[config.mk]
export PLATFORM = sky130hd
export DESIGN_NAME = aabb_pairwise_collision_unit
export DESIGN_NICKNAME = d
export VERILOG_FILES = /design/src/hdl/aapc_pkg.sv /design/src/hdl/aapc_ram.sv /design/src/hdl/aapc_sweep.sv /design/src/hdl/aabb_pairwise_collision_unit.sv
export VERILOG_INCLUDE_DIRS = /design/src /design/src/hdl
export SDC_FILE = /design/constraint.sdc
export NUM_CORES = 1
export LEC_CHECK = 0
export BUFFER_PORTS_ARGS = -buffer_cell sky130_fd_sc_hd__buf_2
export CORE_AREA = 2 2 228 320
export CTS_CLUSTER_DIAMETER = 40
export CTS_CLUSTER_SIZE = 30
export DETAILED_ROUTE_END_ITERATION = 10
export DIE_AREA = 0 0 230 322
export PLACE_DENSITY = 0.74
export SYNTH_ARGS = -nofsm -noshare
export SYNTH_HDL_FRONTEND = slang
export SYNTH_HIERARCHICAL = 1
export SYNTH_SLANG_ARGS = --single-unit
[constraint.sdc]
create_clock -name clock -period 13.1 [get_ports clock]
set_clock_uncertainty 0.05 [all_clocks]
set_input_delay 2.62 -clock clock [delete_from_list [all_inputs] [get_ports clock]]
set_output_delay 2.62 -clock clock [all_outputs]
set_load 0.02 [all_outputs]
[src/hdl/aabb_pairwise_collision_unit_defines.svh]
// Assertion macros shared by the collision unit RTL.
`ifndef AABB_PAIRWISE_COLLISION_UNIT_DEFINES_SVH
`define AABB_PAIRWISE_COLLISION_UNIT_DEFINES_SVH

`ifndef SYNTH
`define AAPC_ASSERT(lbl, clk, rst, prop) \
   lbl: assert property (@(posedge clk) disable iff (rst) prop) \
      else $error("aapc assertion failed");
`define AAPC_ASSERT_NR(lbl, clk, prop) \
   lbl: assert property (@(posedge clk) prop) \
      else $error("aapc assertion failed");
`else
`define AAPC_ASSERT(lbl, clk, rst, prop)
`define AAPC_ASSERT_NR(lbl, clk, prop)
`endif

`endif

[src/hdl/aapc_pkg.sv]
`default_nettype none

package aapc_pkg;

   localparam int SLOTS_DEF = 8;
   localparam int KINDS_DEF = 16;
   localparam int MAX_PAIRS = 28;

   localparam logic [1:0] CMD_ADD    = 2'd0;
   localparam logic [1:0] CMD_REMOVE = 2'd1;
   localparam logic [1:0] CMD_SWEEP  = 2'd2;
   localparam logic [1:0] CMD_MASK   = 2'd3;

   localparam logic [2:0] ST_ADDED   = 3'd0;
   localparam logic [2:0] ST_FULL    = 3'd1;
   localparam logic [2:0] ST_REMOVED = 3'd2;
   localparam logic [2:0] ST_MASKSET = 3'd3;
   localparam logic [2:0] ST_PAIR    = 3'd4;
   localparam logic [2:0] ST_DONE    = 3'd5;

   // one slot table entry
   typedef struct packed {
      logic signed [15:0] x;
      logic signed [15:0] y;
      logic [14:0]        w;
      logic [14:0]        h;
      logic [3:0]         kind;
      logic               notify;
   } entry_type;

   typedef struct packed {
      logic       valid;
      logic [2:0] status;
      logic [2:0] slot_a;
      logic [2:0] slot_b;
      logic       notify_a;
      logic       notify_b;
      logic       last;
   } rsp_type;

   // right or bottom edge, never wraps in 17 bits
   function automatic logic signed [16:0] far_edge(input logic signed [15:0] pos,
                                                   input logic [14:0] len);
      far_edge = $signed({pos[15], pos}) + $signed({2'b00, len});
   endfunction

endpackage

`default_nettype wire

[src/hdl/aapc_ram.sv]
`default_nettype none

module aapc_ram #(
   parameter int WIDTH = 8,
   parameter int DEPTH = 8,
   localparam int AW = $clog2(DEPTH)
) (
   input  wire logic             clock,
   input  wire logic             wr_en,
   input  wire logic [AW-1:0]    wr_addr,
   input  wire logic [WIDTH-1:0] wr_data,
   input  wire logic             rd_en,
   input  wire logic [AW-1:0]    rd_addr,
   output logic      [WIDTH-1:0] rd_data
);

   logic [WIDTH-1:0] mem_ff [DEPTH];
   logic [WIDTH-1:0] rd_data_ff;

   always_ff @(posedge clock) begin
      if (wr_en) begin
         mem_ff[wr_addr] <= wr_data;
      end
      if (rd_en) begin
         rd_data_ff <= mem_ff[rd_addr];
      end
   end

   assign rd_data = rd_data_ff;

endmodule

`default_nettype wire

[src/hdl/aapc_sweep.sv]
`default_nettype none

`include "aabb_pairwise_collision_unit_defines.svh"

module aapc_sweep import aapc_pkg::*; #(
   parameter int SLOTS = SLOTS_DEF,
   parameter int KINDS = KINDS_DEF,
   localparam int SW = $clog2(SLOTS),
   localparam int KW = $clog2(KINDS)
) (
   input  wire logic             clock,
   input  wire logic             reset,
   input  wire logic             start,
   input  wire logic             adv,
   input  wire logic [SLOTS-1:0] slot_vld,
   input  wire logic [KINDS-1:0] mask_vld,
   output logic      [SW-1:0]    slot_rd_addr,
   input  wire entry_type        slot_rd_data,
   output logic      [KW-1:0]    mask_rd_addr,
   input  wire logic [KINDS-1:0] mask_rd_data,
   output rsp_type               result,
   output logic                  busy
);

   localparam int PW = $clog2(MAX_PAIRS + 1);
   localparam logic [SW-1:0] LAST_SLOT = SW'(SLOTS - 1);
   localparam logic [SW-1:0] LAST_ROW  = SW'(SLOTS - 2);

   localparam logic [2:0] PH_IDLE  = 3'd0;
   localparam logic [2:0] PH_A0    = 3'd1;
   localparam logic [2:0] PH_A1    = 3'd2;
   localparam logic [2:0] PH_A2    = 3'd3;
   localparam logic [2:0] PH_K     = 3'd4;
   localparam logic [2:0] PH_DRAIN = 3'd5;

   logic [2:0]         phase_ff, phase_in;
   logic [SW-1:0]      i_ff, i_in, k_ff, k_in;
   logic [PW-1:0]      pairs_ff, pairs_in;

   // row-slot box, kind, notify and its mask row
   logic signed [16:0] a_x_ff, a_x_in, a_y_ff, a_y_in;
   logic signed [16:0] a_xr_ff, a_xr_in, a_yb_ff, a_yb_in;
   logic [3:0]         a_kind_ff, a_kind_in;
   logic               a_notify_ff, a_notify_in;
   logic [KINDS-1:0]   row_a_ff, row_a_in;
   logic               row_a_ok_ff, row_a_ok_in;
   logic               mask_ok_ff, mask_ok_in;

   // stage 0: slot read issued; stage 1: overlap done, mask row of b read
   logic               p0_vld_ff, p0_vld_in;
   logic [SW-1:0]      p0_i_ff, p0_i_in, p0_k_ff, p0_k_in;
   logic               p1_vld_ff, p1_vld_in;
   logic [SW-1:0]      p1_i_ff, p1_i_in, p1_k_ff, p1_k_in;
   logic               p1_na_ff, p1_na_in;
   logic               p1_nb_en_ff, p1_nb_en_in;
   logic [KW-1:0]      p1_kind_a_ff, p1_kind_a_in;
   logic               p1_kind_a_ok_ff, p1_kind_a_ok_in;

   logic signed [16:0] b_x, b_y, b_xr, b_yb;
   logic               apart, kind_b_ok, na, nb, pair_hit;

   assign slot_rd_addr = (phase_ff == PH_K) ? k_ff : i_ff;
   assign mask_rd_addr = slot_rd_data.kind[KW-1:0];
   assign busy         = (phase_ff != PH_IDLE);

   always_comb begin
      b_x  = {slot_rd_data.x[15], slot_rd_data.x};
      b_y  = {slot_rd_data.y[15], slot_rd_data.y};
      b_xr = far_edge(slot_rd_data.x, slot_rd_data.w);
      b_yb = far_edge(slot_rd_data.y, slot_rd_data.h);
      apart = (b_xr < a_x_ff) || (b_yb < a_y_ff) || (b_x > a_xr_ff) || (b_y > a_yb_ff);
      kind_b_ok = (32'(slot_rd_data.kind) < KINDS);
      na = row_a_ok_ff && kind_b_ok && row_a_ff[slot_rd_data.kind[KW-1:0]] && a_notify_ff;
      nb = p1_nb_en_ff && p1_kind_a_ok_ff && mask_ok_ff && mask_rd_data[p1_kind_a_ff];
      pair_hit = p1_vld_ff && (p1_na_ff || nb) && (pairs_ff != PW'(MAX_PAIRS));

      result = '0;
      if (pair_hit) begin
         result.valid    = 1'b1;
         result.status   = ST_PAIR;
         result.slot_a   = 3'(p1_i_ff);
         result.slot_b   = 3'(p1_k_ff);
         result.notify_a = p1_na_ff;
         result.notify_b = nb;
      end else if (phase_ff == PH_DRAIN && !p0_vld_ff && !p1_vld_ff) begin
         result.valid  = 1'b1;
         result.status = ST_DONE;
         result.last   = 1'b1;
      end

      phase_in        = phase_ff;
      i_in            = i_ff;
      k_in            = k_ff;
      pairs_in        = pairs_ff;
      a_x_in          = a_x_ff;
      a_y_in          = a_y_ff;
      a_xr_in         = a_xr_ff;
      a_yb_in         = a_yb_ff;
      a_kind_in       = a_kind_ff;
      a_notify_in     = a_notify_ff;
      row_a_in        = row_a_ff;
      row_a_ok_in     = row_a_ok_ff;
      mask_ok_in      = mask_ok_ff;
      p0_vld_in       = p0_vld_ff;
      p0_i_in         = p0_i_ff;
      p0_k_in         = p0_k_ff;
      p1_vld_in       = p1_vld_ff;
      p1_i_in         = p1_i_ff;
      p1_k_in         = p1_k_ff;
      p1_na_in        = p1_na_ff;
      p1_nb_en_in     = p1_nb_en_ff;
      p1_kind_a_in    = p1_kind_a_ff;
      p1_kind_a_ok_in = p1_kind_a_ok_ff;

      if (adv) begin
         // mask row valid flag travels with the mask read
         mask_ok_in = kind_b_ok && mask_vld[slot_rd_data.kind[KW-1:0]];

         p1_vld_in       = p0_vld_ff && !apart;
         p1_i_in         = p0_i_ff;
         p1_k_in         = p0_k_ff;
         p1_na_in        = na;
         p1_nb_en_in     = slot_rd_data.notify;
         p1_kind_a_in    = a_kind_ff[KW-1:0];
         p1_kind_a_ok_in = (32'(a_kind_ff) < KINDS);

         p0_vld_in = (phase_ff == PH_K) && slot_vld[k_ff];
         p0_i_in   = i_ff;
         p0_k_in   = k_ff;

         if (pair_hit) begin
            pairs_in = pairs_ff + PW'(1);
         end

         case (phase_ff)
            PH_IDLE: begin
               if (start) begin
                  i_in     = '0;
                  pairs_in = '0;
                  phase_in = PH_A0;
               end
            end
            PH_A0: begin
               if (slot_vld[i_ff]) begin
                  phase_in = PH_A1;
               end else if (i_ff == LAST_ROW) begin
                  phase_in = PH_DRAIN;
               end else begin
                  i_in = i_ff + SW'(1);
               end
            end
            PH_A1: begin
               a_x_in      = b_x;
               a_y_in      = b_y;
               a_xr_in     = b_xr;
               a_yb_in     = b_yb;
               a_kind_in   = slot_rd_data.kind;
               a_notify_in = slot_rd_data.notify;
               phase_in    = PH_A2;
            end
            PH_A2: begin
               row_a_in    = mask_rd_data;
               row_a_ok_in = mask_ok_ff;
               k_in        = i_ff + SW'(1);
               phase_in    = PH_K;
            end
            PH_K: begin
               if (k_ff == LAST_SLOT) begin
                  if (i_ff == LAST_ROW) begin
                     phase_in = PH_DRAIN;
                  end else begin
                     i_in     = i_ff + SW'(1);
                     phase_in = PH_A0;
                  end
               end else begin
                  k_in = k_ff + SW'(1);
               end
            end
            PH_DRAIN: begin
               if (!p0_vld_ff && !p1_vld_ff) begin
                  phase_in = PH_IDLE;
               end
            end
            default: begin
               phase_in = PH_IDLE;
            end
         endcase
      end
   end

   always_ff @(posedge clock) begin
      if (reset) begin
         phase_ff  <= PH_IDLE;
         pairs_ff  <= '0;
         p0_vld_ff <= 1'b0;
         p1_vld_ff <= 1'b0;
      end else begin
         phase_ff  <= phase_in;
         pairs_ff  <= pairs_in;
         p0_vld_ff <= p0_vld_in;
         p1_vld_ff <= p1_vld_in;
      end
   end

   always_ff @(posedge clock) begin
      i_ff            <= i_in;
      k_ff            <= k_in;
      a_x_ff          <= a_x_in;
      a_y_ff          <= a_y_in;
      a_xr_ff         <= a_xr_in;
      a_yb_ff         <= a_yb_in;
      a_kind_ff       <= a_kind_in;
      a_notify_ff     <= a_notify_in;
      row_a_ff        <= row_a_in;
      row_a_ok_ff     <= row_a_ok_in;
      mask_ok_ff      <= mask_ok_in;
      p0_i_ff         <= p0_i_in;
      p0_k_ff         <= p0_k_in;
      p1_i_ff         <= p1_i_in;
      p1_k_ff         <= p1_k_in;
      p1_na_ff        <= p1_na_in;
      p1_nb_en_ff     <= p1_nb_en_in;
      p1_kind_a_ff    <= p1_kind_a_in;
      p1_kind_a_ok_ff <= p1_kind_a_ok_in;
   end

   `AAPC_ASSERT(a_pairs_cap, clock, reset, pairs_ff <= PW'(MAX_PAIRS))
   `AAPC_ASSERT(a_pair_order, clock, reset, p1_vld_ff |-> p1_i_ff < p1_k_ff)
   `AAPC_ASSERT(a_mask_port, clock, reset, p0_vld_ff |-> phase_ff != PH_A1)
   `AAPC_ASSERT(a_idle_empty, clock, reset, phase_ff == PH_IDLE |-> !p0_vld_ff && !p1_vld_ff)

endmodule

`default_nettype wire

[src/hdl/aabb_pairwise_collision_unit.sv]
// Box collision table with a pairwise sweep.
// Request channel (req_*): one item per command. Add puts a box into the
// lowest free slot, remove frees a slot, set-mask loads one row of the
// kind reaction mask, sweep tests every valid slot pair for overlap.
// Response channel (rsp_*): add, remove and set-mask give one item in the
// cycle after acceptance. A sweep gives up to 28 pair items and then a done
// item; rsp_last marks the final item of each command.
// A sweep tests one slot pair per cycle while no response is held stalled,
// through the slot table memory read port, plus a row setup (phases A0, A1,
// A2) per valid lower slot to fetch its entry and its mask row.
// Only one command is in flight; req_stall is high during a sweep.
// Reset clears all slot valid bits and the mask row valid bits (rows read as zero until
// written). When rsp_stall is high the whole sweep freezes with the held
// item; a new request is still taken while a finished item waits, as long
// as the receiver does not stall.
`default_nettype none

`include "aabb_pairwise_collision_unit_defines.svh"

module aabb_pairwise_collision_unit import aapc_pkg::*; #(
   parameter int SLOTS = SLOTS_DEF,
   parameter int KINDS = KINDS_DEF
) (
   input  wire logic               clock,
   input  wire logic               reset,
   input  wire logic               req_valid,
   output logic                    req_stall,
   input  wire logic [1:0]         req_command,
   input  wire logic [2:0]         req_slot,
   input  wire logic signed [15:0] req_rect_x,
   input  wire logic signed [15:0] req_rect_y,
   input  wire logic [14:0]        req_rect_w,
   input  wire logic [14:0]        req_rect_h,
   input  wire logic [3:0]         req_kind,
   input  wire logic               req_notify_enable,
   input  wire logic [15:0]        req_mask_bits,
   output logic                    rsp_valid,
   input  wire logic               rsp_stall,
   output logic [2:0]              rsp_status,
   output logic [2:0]              rsp_slot_a,
   output logic [2:0]              rsp_slot_b,
   output logic                    rsp_notify_a,
   output logic                    rsp_notify_b,
   output logic                    rsp_last
);

   localparam int SW = $clog2(SLOTS);
   localparam int KW = $clog2(KINDS);

   logic [SLOTS-1:0] slot_vld_ff, slot_vld_in;
   logic [KINDS-1:0] mask_vld_ff, mask_vld_in;
   rsp_type          rsp_ff, rsp_in;

   logic             adv, req_accept, sweep_start, sweep_busy;
   logic             free_any, slot_wr, mask_wr;
   logic [SW-1:0]    free_idx;
   entry_type        wr_entry, slot_rd_data;
   logic [SW-1:0]    slot_rd_addr;
   logic [KW-1:0]    mask_rd_addr;
   logic [KINDS-1:0] mask_rd_data;
   rsp_type          sweep_result;

   assign adv         = !rsp_ff.valid || !rsp_stall;
   assign req_stall   = sweep_busy || !adv;
   assign req_accept  = req_valid && !req_stall;
   assign sweep_start = req_accept && (req_command == CMD_SWEEP);
   assign slot_wr     = req_accept && (req_command == CMD_ADD) && free_any;
   assign mask_wr     = req_accept && (req_command == CMD_MASK) && (32'(req_kind) < KINDS);

   always_comb begin
      wr_entry.x      = req_rect_x;
      wr_entry.y      = req_rect_y;
      wr_entry.w      = req_rect_w;
      wr_entry.h      = req_rect_h;
      wr_entry.kind   = req_kind;
      wr_entry.notify = req_notify_enable;
   end

   // lowest free slot
   always_comb begin
      free_any = 1'b0;
      free_idx = '0;
      for (int j = SLOTS - 1; j >= 0; j--) begin
         if (!slot_vld_ff[j]) begin
            free_any = 1'b1;
            free_idx = SW'(j);
         end
      end
   end

   always_comb begin
      slot_vld_in = slot_vld_ff;
      mask_vld_in = mask_vld_ff;
      rsp_in      = rsp_ff;
      if (slot_wr) begin
         slot_vld_in[free_idx] = 1'b1;
      end
      if (mask_wr) begin
         mask_vld_in[req_kind[KW-1:0]] = 1'b1;
      end
      if (adv) begin
         rsp_in = sweep_result;
         if (req_accept) begin
            rsp_in      = '0;
            rsp_in.last = 1'b1;
            case (req_command)
               CMD_ADD: begin
                  rsp_in.valid = 1'b1;
                  if (free_any) begin
                     rsp_in.status = ST_ADDED;
                     rsp_in.slot_a = 3'(free_idx);
                  end else begin
                     rsp_in.status = ST_FULL;
                  end
               end
               CMD_REMOVE: begin
                  rsp_in.valid  = 1'b1;
                  rsp_in.status = ST_REMOVED;
                  rsp_in.slot_a = req_slot;
                  if (32'(req_slot) < SLOTS) begin
                     slot_vld_in[SW'(req_slot)] = 1'b0;
                  end
               end
               CMD_MASK: begin
                  rsp_in.valid  = 1'b1;
                  rsp_in.status = ST_MASKSET;
               end
               CMD_SWEEP: begin
                  rsp_in.valid = 1'b0;
               end
               default: begin
                  rsp_in.valid = 1'b0;
               end
            endcase
         end
      end
   end

   always_ff @(posedge clock) begin
      if (reset) begin
         slot_vld_ff <= '0;
         mask_vld_ff <= '0;
         rsp_ff      <= '0;
      end else begin
         slot_vld_ff <= slot_vld_in;
         mask_vld_ff <= mask_vld_in;
         rsp_ff      <= rsp_in;
      end
   end

   aapc_ram #(
      .WIDTH($bits(entry_type)),
      .DEPTH(SLOTS)
   ) u_slot_ram (
      .clock   (clock),
      .wr_en   (slot_wr),
      .wr_addr (free_idx),
      .wr_data (wr_entry),
      .rd_en   (adv),
      .rd_addr (slot_rd_addr),
      .rd_data (slot_rd_data)
   );

   aapc_ram #(
      .WIDTH(KINDS),
      .DEPTH(KINDS)
   ) u_mask_ram (
      .clock   (clock),
      .wr_en   (mask_wr),
      .wr_addr (req_kind[KW-1:0]),
      .wr_data (req_mask_bits[KINDS-1:0]),
      .rd_en   (adv),
      .rd_addr (mask_rd_addr),
      .rd_data (mask_rd_data)
   );

   aapc_sweep #(
      .SLOTS(SLOTS),
      .KINDS(KINDS)
   ) u_sweep (
      .clock        (clock),
      .reset        (reset),
      .start        (sweep_start),
      .adv          (adv),
      .slot_vld     (slot_vld_ff),
      .mask_vld     (mask_vld_ff),
      .slot_rd_addr (slot_rd_addr),
      .slot_rd_data (slot_rd_data),
      .mask_rd_addr (mask_rd_addr),
      .mask_rd_data (mask_rd_data),
      .result       (sweep_result),
      .busy         (sweep_busy)
   );

   assign rsp_valid    = rsp_ff.valid;
   assign rsp_status   = rsp_ff.status;
   assign rsp_slot_a   = rsp_ff.slot_a;
   assign rsp_slot_b   = rsp_ff.slot_b;
   assign rsp_notify_a = rsp_ff.notify_a;
   assign rsp_notify_b = rsp_ff.notify_b;
   assign rsp_last     = rsp_ff.last;

   `AAPC_ASSERT(a_add_fills, clock, reset, slot_wr |=> $countones(slot_vld_ff) == $past($countones(slot_vld_ff)) + 1)
   `AAPC_ASSERT(a_sweep_busy, clock, reset, sweep_start |=> sweep_busy)
   `AAPC_ASSERT(a_one_source, clock, reset, sweep_busy |-> !slot_wr && !mask_wr)

endmodule

`default_nettype wire

==> impl_metrics.env <==
export IMPL_slowest_delay_ns=0.59
export IMPL_min_period_over_period_pct=49.6
export IMPL_async_reset_ff_share_pct=0
export IMPL_synth_area_per_cell_um2=19.4
export IMPL_crit_arrival_ns=3.83
export IMPL_hold_viol=0
export IMPL_cts_max_level=3
export IMPL_nets=2529
export IMPL_vias=20300
export IMPL_cts_made_buffers=97
export IMPL_tns_ns=0
export IMPL_ys_seq_area_share_pct=72.4
export IMPL_grt_use_total_pct=23.0
export IMPL_maxCapViolCount=0
export IMPL_highest_layer="met5"
export IMPL_worst_pin_slew_ns=1.12
export IMPL_num_rows=116
export IMPL_grt_overflow=0
export IMPL_wl_per_cell_um=24.8
export IMPL_ant_nets=0
export IMPL_synth_nets=2374
export IMPL_leakage_nw=16.1
export IMPL_critPathKind="input pin to primary output"
export IMPL_power_density_mw_per_mm2=220
export IMPL_area_growth_pct=11.9
export IMPL_clk_latency_ns=0.66
export IMPL_post_cts_setup_buffers=0
export IMPL_startpoint_type="input pin"
export IMPL_grt_pass1_vias=21800
export IMPL_end_kind="primary output"
export IMPL_synthCells=2178
export IMPL_synth_area_mm2=0.0423
export IMPL_yosys_top_cells_count="edfxtp_1, mux4_2, inv_1"
export IMPL_path_max_fanout=90
export IMPL_antenna_found_initial=15
export IMPL_core_area_mm2=0.0711
export IMPL_final_util_pct=66.5
export IMPL_wl_met1_um=31400
export IMPL_worst_path_max_delay_cell="inv_6"
export IMPL_fmax_mhz=154
export IMPL_root_buffer="clkbuf_16"
export IMPL_globalplace_congestion=0.840
export IMPL_drive_above_1_share_pct=25.3
export IMPL_start_util_pct=59.4
export IMPL_crit_top_cell="buf_2"
export IMPL_io_pins=106
export IMPL_die_w_um=230
export IMPL_grt_max_degree=101
export IMPL_synth_top_cell_area_share_pct=70.2
export IMPL_wl_met3_um=4200
export IMPL_dr_wl_met2_um=45500
export IMPL_rsz0062_at_grt="no"
export IMPL_cts_resized=0
export IMPL_viasPerCell=6.05
export IMPL_status="completed"
export IMPL_max_slew_margin_rel_pct=25.3
export IMPL_dp_cells=3178
export IMPL_dpl_hpwl_um=50500
export IMPL_required_ns=10.43
export IMPL_clockBufferDepth=3
export IMPL_setup_violations=0
export IMPL_synth_area_leaders="edfxtp_1, mux4_2, ha_1, dfxtp_1, mux2_4"
export IMPL_io_buffers=105
export IMPL_yosysMostFrequentCell="edfxtp_1"
export IMPL_fin_cells=3363
export IMPL_die_y_um=322
export IMPL_synth_top_area_cell="edfxtp_1"
export IMPL_crit_chain="buf_2 -> and2_4 -> inv_6 -> nand2b_1 -> buf_2"
export IMPL_ys_ff_latch=1035
export IMPL_drt_iter0_drc=1597
export IMPL_grt_pass1_wl_um=128000
export IMPL_critPathBufInv=3
export IMPL_dr_pass1_iters=7
export IMPL_hold_buffers=0
export IMPL_synthFlopType="edfxtp_1"
export IMPL_clock_sinks=1035
export IMPL_ys_types=80
export IMPL_crit_family="buffers and inverters"
export IMPL_routed_wirelength_um=83400
export IMPL_synth_edf_count=988
export IMPL_hold_path_class="flop to flop"
export IMPL_clk_pin_slew_ns=0.08
export IMPL_cts_tree="yes"
export IMPL_period_minus_slack_ns=6.50
export IMPL_ir_worst_vdd_mv=0.186
export IMPL_ys_warn_count=6
export IMPL_dieArea_mm2=0.0741
export IMPL_slew_violations=0
export IMPL_drcViolationCount=0
==> per-stage QoR <==
stage | hold WS [ns] | total power (W) | setup slack (ns) | instance area [µm²]
final | 0.371 | 0.0104 | 6.60 | 47300
after global routing | 0.385 | 0.0109 | 6.47 | 47300
after CTS | 0.370 | 0.0105 | 6.54 | 47300
after detailed placement | 0.358 | 0.00753 | 6.54 | 43800
after global placement | 0.359 | 0.00743 | 6.55 | 43800
after floorplan | 0.350 | 0.00679 | 3.07 | 42300
==> worst reg2reg max path: stages (launching register included) <==
cell       delay, ns
edfxtp_1        0.38
ha_1            0.22
inv_1           0.07
fa_1            0.41
nor2b_1         0.12
o21ai_0         0.11
a21boi_0        0.31
o21ai_1         0.17
a211oi_1        0.49
nor3_1          0.11
or3b_1          0.40
ha_1            0.20
a2111oi_0       0.57
a21oi_1         0.15
o22a_1          0.25
a32o_1          0.26
==> layout make-up <==
class / instances / area, µm²
Antenna cell: 4 / 10.0
Multi-Input combinational cell: 941 / 10800
Tap cell: 944 / 1180
Sequential cell: 1035 / 30600
Clock buffer: 104 / 2500
Inverter: 116 / 440
Fill cell: 4586 / 23900
Clock inverter: 77 / 942
Timing Repair Buffer: 142 / 816
==> layer usage <==
metal | global-route usage, % | vias up
li1 | - | 9158
met1 | 27.8 | 10500
met2 | 42.1 | 553
met3 | 3.51 | 153
met4 | 7.89 | 14
met5 | 0 | -
==> cells in the final DEF, fill, tap and decap left out, types with 7 or more instances in the layout <==
cell / n
nor3_2: 7
nand4_1: 14
inv_8: 17
mux2_4: 61
mux2_2: 11
mux4_1: 30
nor2_4: 7
nand2b_1: 19
clkinv_8: 12
inv_6: 22
buf_4: 36
nand2_1: 75
and2_1: 11
nor3_1: 12
o22ai_1: 16
nor2_1: 63
a21oi_1: 56
clkinv_2: 7
a21o_1: 13
a211oi_1: 11
buf_2: 105
and3_1: 7
o211ai_1: 10
edfxtp_1: 988
o21a_1: 10
ha_1: 102
o21ai_0: 30
clkbuf_16: 98
dfxtp_1: 47
nor2b_1: 12
inv_1: 115
a22oi_1: 33
inv_16: 7
mux4_2: 186
nand3_1: 16
xnor2_1: 22
nand3b_1: 7
==> logic make-up (layout without fill, tap and decap cells) <==
group           count (synthesis)  count (layout)  share of synthesized area, %
flops                        1035            1035                          72.4
fa+ha+maj                     104             104                          3.11
buf+inv                       202             439                          2.35
xor+xnor                       27              27                         0.560
other cells                     1               5                       0.00887
mux                           291             291                          14.3
compound gates                232             232                          3.74
simple gates                  286             286                          3.48
==> final timing paths <==
check	startpoint	end	slack [ns]	cells after the start
worst min register to register	u_sweep/a_kind_ff[2]$_DFFE_PP_	u_sweep/p1_kind_a_ff[2]$_DFFE_PP_	0.37	0
worst min-delay path	u_sweep/a_kind_ff[2]$_DFFE_PP_	u_sweep/p1_kind_a_ff[2]$_DFFE_PP_	0.37	0
worst max register to register	u_slot_ram/rd_data[35]$_DFFE_PP_	u_sweep/p1_vld_ff$_SDFFE_PP0P_	8.72	15
worst max-delay path	rsp_stall	req_stall	6.60	5
==> flip-flops by register name, indices dropped and copies added (netlist names), 4 cells and up <==
signal and flops:
u_sweep/p1_kind_a_ff 4, u_mask_ram/mem_ff 256, u_mask_ram/rd_data 16, u_sweep/a_y_ff 16
u_slot_ram/rd_data 67, u_sweep/a_yb_ff 17, u_sweep/a_xr_ff 17, u_sweep/row_a_ff 16
u_slot_ram/mem_ff 536, u_sweep/a_kind_ff 4, mask_vld_ff 16, u_sweep/a_x_ff 16
slot_vld_ff 8, u_sweep/pairs_ff 5
==> where the power goes <==
part,switching (W),internal [W]
clock,0.00139,0.00156
combinational,0.00168,0.00159
sequential,0.000171,0.00401
No activity file was read; power rests on OpenSTA's default activity.
